File: src/sv/lca_ram.sv
`default_nettype none
module lca_ram #(
	parameter int WIDTH = 8,
	parameter int DEPTH = 16
) (
	input  wire logic                     clk,
	input  wire logic                     we,
	input  wire logic [$clog2(DEPTH)-1:0] waddr,
	input  wire logic [WIDTH-1:0]         wdata,
	input  wire logic [$clog2(DEPTH)-1:0] raddr,
	output logic      [WIDTH-1:0]         rdata
);

	logic [WIDTH-1:0] mem [DEPTH];

	always_ff @(posedge clk) begin
		if (we)
			mem[waddr] <= wdata;
		rdata <= mem[raddr];
	end

endmodule
`default_nettype wire
File: config.mk
export PLATFORM = sky130hd
export DESIGN_NAME = lca_ram
export DESIGN_NICKNAME = d
export VERILOG_FILES = /design/src/sv/lca_ram.sv
export SDC_FILE = /design/constraint.sdc
export NUM_CORES = 1
export LEC_CHECK = 0
export BUFFER_PORTS_ARGS = -buffer_cell sky130_fd_sc_hd__buf_2
export CAP_MARGIN = 20
export CORE_UTILIZATION = 60
export CTS_BUF_LIST = sky130_fd_sc_hd__clkbuf_4 sky130_fd_sc_hd__clkbuf_8
export CTS_CLUSTER_SIZE = 8
export DETAILED_ROUTE_END_ITERATION = 7
export PLACE_DENSITY = 0.78
export SETUP_SLACK_MARGIN = 0.3
export SYNTH_ARGS = -nofsm -noshare
export SYNTH_HDL_FRONTEND = slang
export SYNTH_SLANG_ARGS = --single-unit
export TNS_END_PERCENT = 50
File: constraint.sdc
create_clock -name clk -period 2.48 [get_ports clk]
set_input_delay 0.496 -clock clk [delete_from_list [all_inputs] [get_ports clk]]
set_output_delay 0.496 -clock clk [all_outputs]
set_load 0.01 [all_outputs]
==> run metrics <==
status=finished clean; Max-cap violations=0; full die area=a little under 9000 sq um; WL final=9.29 mm; flops & latches, synth=136; final setup fails=0; Chip Height=94.6 microns; Worst-path clk slew=0.07 ns; min Tclk post-route=approximately 1.6 ns; final hold violations=0; Int Power=3.74 mW; Clock Power Share=40.0%; DR DRC count=0; average wire per standard cell=roughly 23 microns; Synth Cell Area=between 5000 and 6000 sq um; CTS Buf Count=17; Post-synth ARST share=0%; Ys Warns=0; post-synth net total=between 200 and 250; RePlAce Congestion=around 0.83; switching share of power=20.4%; clock sink total=roughly 140; Final period util=a little over three fifths; EDFF count, synth=128; net switching power=960 uW; CP endpoint kind=flip-flop; DPL Wire Length=about 5.9 mm; antenna violations before repair=0; largest net degree at the start of global routing=33; share of cells above drive strength 1=32.0%; Hold Crit Class=input port to flip-flop; Min-Delay Startpoint=wdata[1]; critical path class=input port to flip-flop; core area=8260 sq um; Area growth syn-to-layout=14.7%; first-pass GRT wire length=14.0 mm; Worst-Margin Slew=about 0.7 ns; area leader, netlist=edfxtp_1; Detailed Route Iter0 Violations=approximately 250; worst path required time=between 2 and 3 ns; Nets=299; H-tree depth reported by CTS=4; most numerous cell in the Yosys netlist=edfxtp_1; post-synthesis mux area share=around 15%; Vias/cell=6.19; synthesized area per cell=around 22 sq um; diode count=0; PwrDens=approximately 800 nW/um^2; Post-Synthesis Cells=229; Gate power share=roughly 5.0%; via count=~2,500; number of I/O port buffers=25; TritonCTS clock tree=yes; Slew HR=a little over half; row cnt=33; Routed Antenna Nets=0; Reg area=approximately 4000 sq um; vias in the first global route=between 2,000 and 2,500; GRT Util Overall=a little under a quarter; setup_tns=0 ns; Flop pwr share=around 55%; ys flop type=edfxtp_1; skew final=about 0.011 ns; Post-CTS Setup Repair Bufs=0; main combinational cell family by area after synthesis=multiplexers; CP Launch Point=raddr[0]; Worst setup SP type=input port; VDD IR-drop max=about 0.42 mV; Area after DPL=5480 sq um; crit path DAT=~1.9 ns; Final Total Pwr=about 4.7 mW; Die W=~95 microns; global route overflow=0; final instance area=between 5000 and 6000 sq um; root buf cell=clkbuf_8; Netlist cell types=19; post-synthesis simple-gate area fraction=3.18%; number of gates resized after cts=0; fill cell total of the finished layout=approximately 500; area occupied by multi-input gates=approximately 1100 sq um; Yosys top cell area share=approximately 75%; RR Startpoint=mem[1][3]$_DFFE_PP_; Crit Path Max Fanout=32; Synth Area in XOR/XNOR=0%; post-synthesis compound-gate area fraction=between 2 and 2.5%; leakage power=~2 nW; RSZ-0062 raised after global routing=no; adder-cell share of the synthesized area=0%; I/O pins=26; Post-CTS Hold Buffers=0; Starting Density=around 62%; FMAX=between 0.6 and 0.7 GHz; top post-synthesis cells by count=edfxtp_1, mux4_2, a22oi_1; sequential area share after synthesis=between 70 and 80%; Clock Tree Buf Depth=2; top cells by area, synth=edfxtp_1, mux4_2, mux4_1, dfxtp_1, a22oi_1; clk_lat worst skew=0.43 ns; Max Transition Viols Final=0; Pre-antenna DRT Iters=5
-- critical path, stage by stage --
cell and delay, ns:
buf_2 0.10, buf_12 0.24, mux4_1 0.59, a22oi_1 0.31
nand2_1 0.10
-- metal layers --
metal	up-vias	track usage [%]	wire length (microns)
li1	1076	-	-
met1	1260	31.9	3790
met2	117	35.9	4720
met3	16	5.56	620
met4	0	10.7	153
met5	-	0	0
-- flip-flops by register name, indices dropped and copies added, names as in the netlist --
signal and cells:
rdata 8, mem 128
-- through the flow --
stage | util, % | hold WS (ns) | instances | worst slack (ns)
after floorplan | - | 0.595 | 229 | 0.491
after global placement | 66.3 | 0.652 | 367 | 0.507
after detailed placement | 66.3 | 0.665 | 367 | 0.506
after CTS | 71.5 | 0.406 | 399 | 0.974
after global routing | 71.5 | 0.420 | 399 | 0.891
final | 71.5 | 0.446 | 399 | 0.917
-- cell usage in the layout, fill, tap and decap left out --
cell type / netlist / layout
nor2b_1: 1 / 1
mux4_2: 18 / 18
edfxtp_1: 128 / 128
nand2b_1: 2 / 2
clkinv_2: 0 / 2
and2b_1: 1 / 1
clkbuf_4: 0 / 2
nand2_1: 9 / 9
dfxtp_1: 8 / 8
nand3b_1: 2 / 2
bufinv_16: 0 / 3
buf_12: 0 / 2
clkinvlp_4: 0 / 3
buf_2: 3 / 25
and2_1: 1 / 1
mux4_1: 14 / 14
nor2_1: 13 / 13
buf_4: 1 / 16
a22oi_1: 16 / 16
or3b_2: 1 / 1
clkbuf_8: 0 / 19
nand3_1: 1 / 1
nor3_1: 4 / 4
clkinv_4: 0 / 3
-- worst paths after layout --
check / cells after the start / slack (ns) / end
worst max-delay path: 5 / 0.92 / rdata[3]$_DFF_P_
worst min-delay path: 1 / 0.45 / mem[10][1]$_DFFE_PP_
worst max register to register: 3 / 1.09 / rdata[3]$_DFF_P_
worst min register to register: 3 / 0.67 / rdata[1]$_DFF_P_
-- final cells by class --
| class | count | share of cell area [%] |
|---|---|---|
| clock buffer | 21 | 4.68 |
| sequential | 136 | 67.8 |
| multi-input combinational | 83 | 17.9 |
| tap | 105 | 2.23 |
| clock inverter | 11 | 2.52 |
| timing repair buffer | 43 | 4.83 |
-- kinds of logic (layout without fill, tap and decap cells) --
logic type | count (synthesis) | in the layout
buffers and inverters | 10 | 75
AND/OR/NAND/NOR | 35 | 35
flip-flops | 136 | 136
AO/OA/AOI/OAI | 16 | 16
multiplexers | 32 | 32
-- power groups by stage --
stage	logic, mW	registers [mW]	clock network, mW
final	0.237	2.58	1.88
after global routing	0.255	2.59	2.00
after CTS	0.239	2.58	1.91
after detailed placement	0.237	2.63	0
after global placement	0.229	2.63	0
after floorplan	0.130	2.64	0
Power figures use the tool's default switching activity.
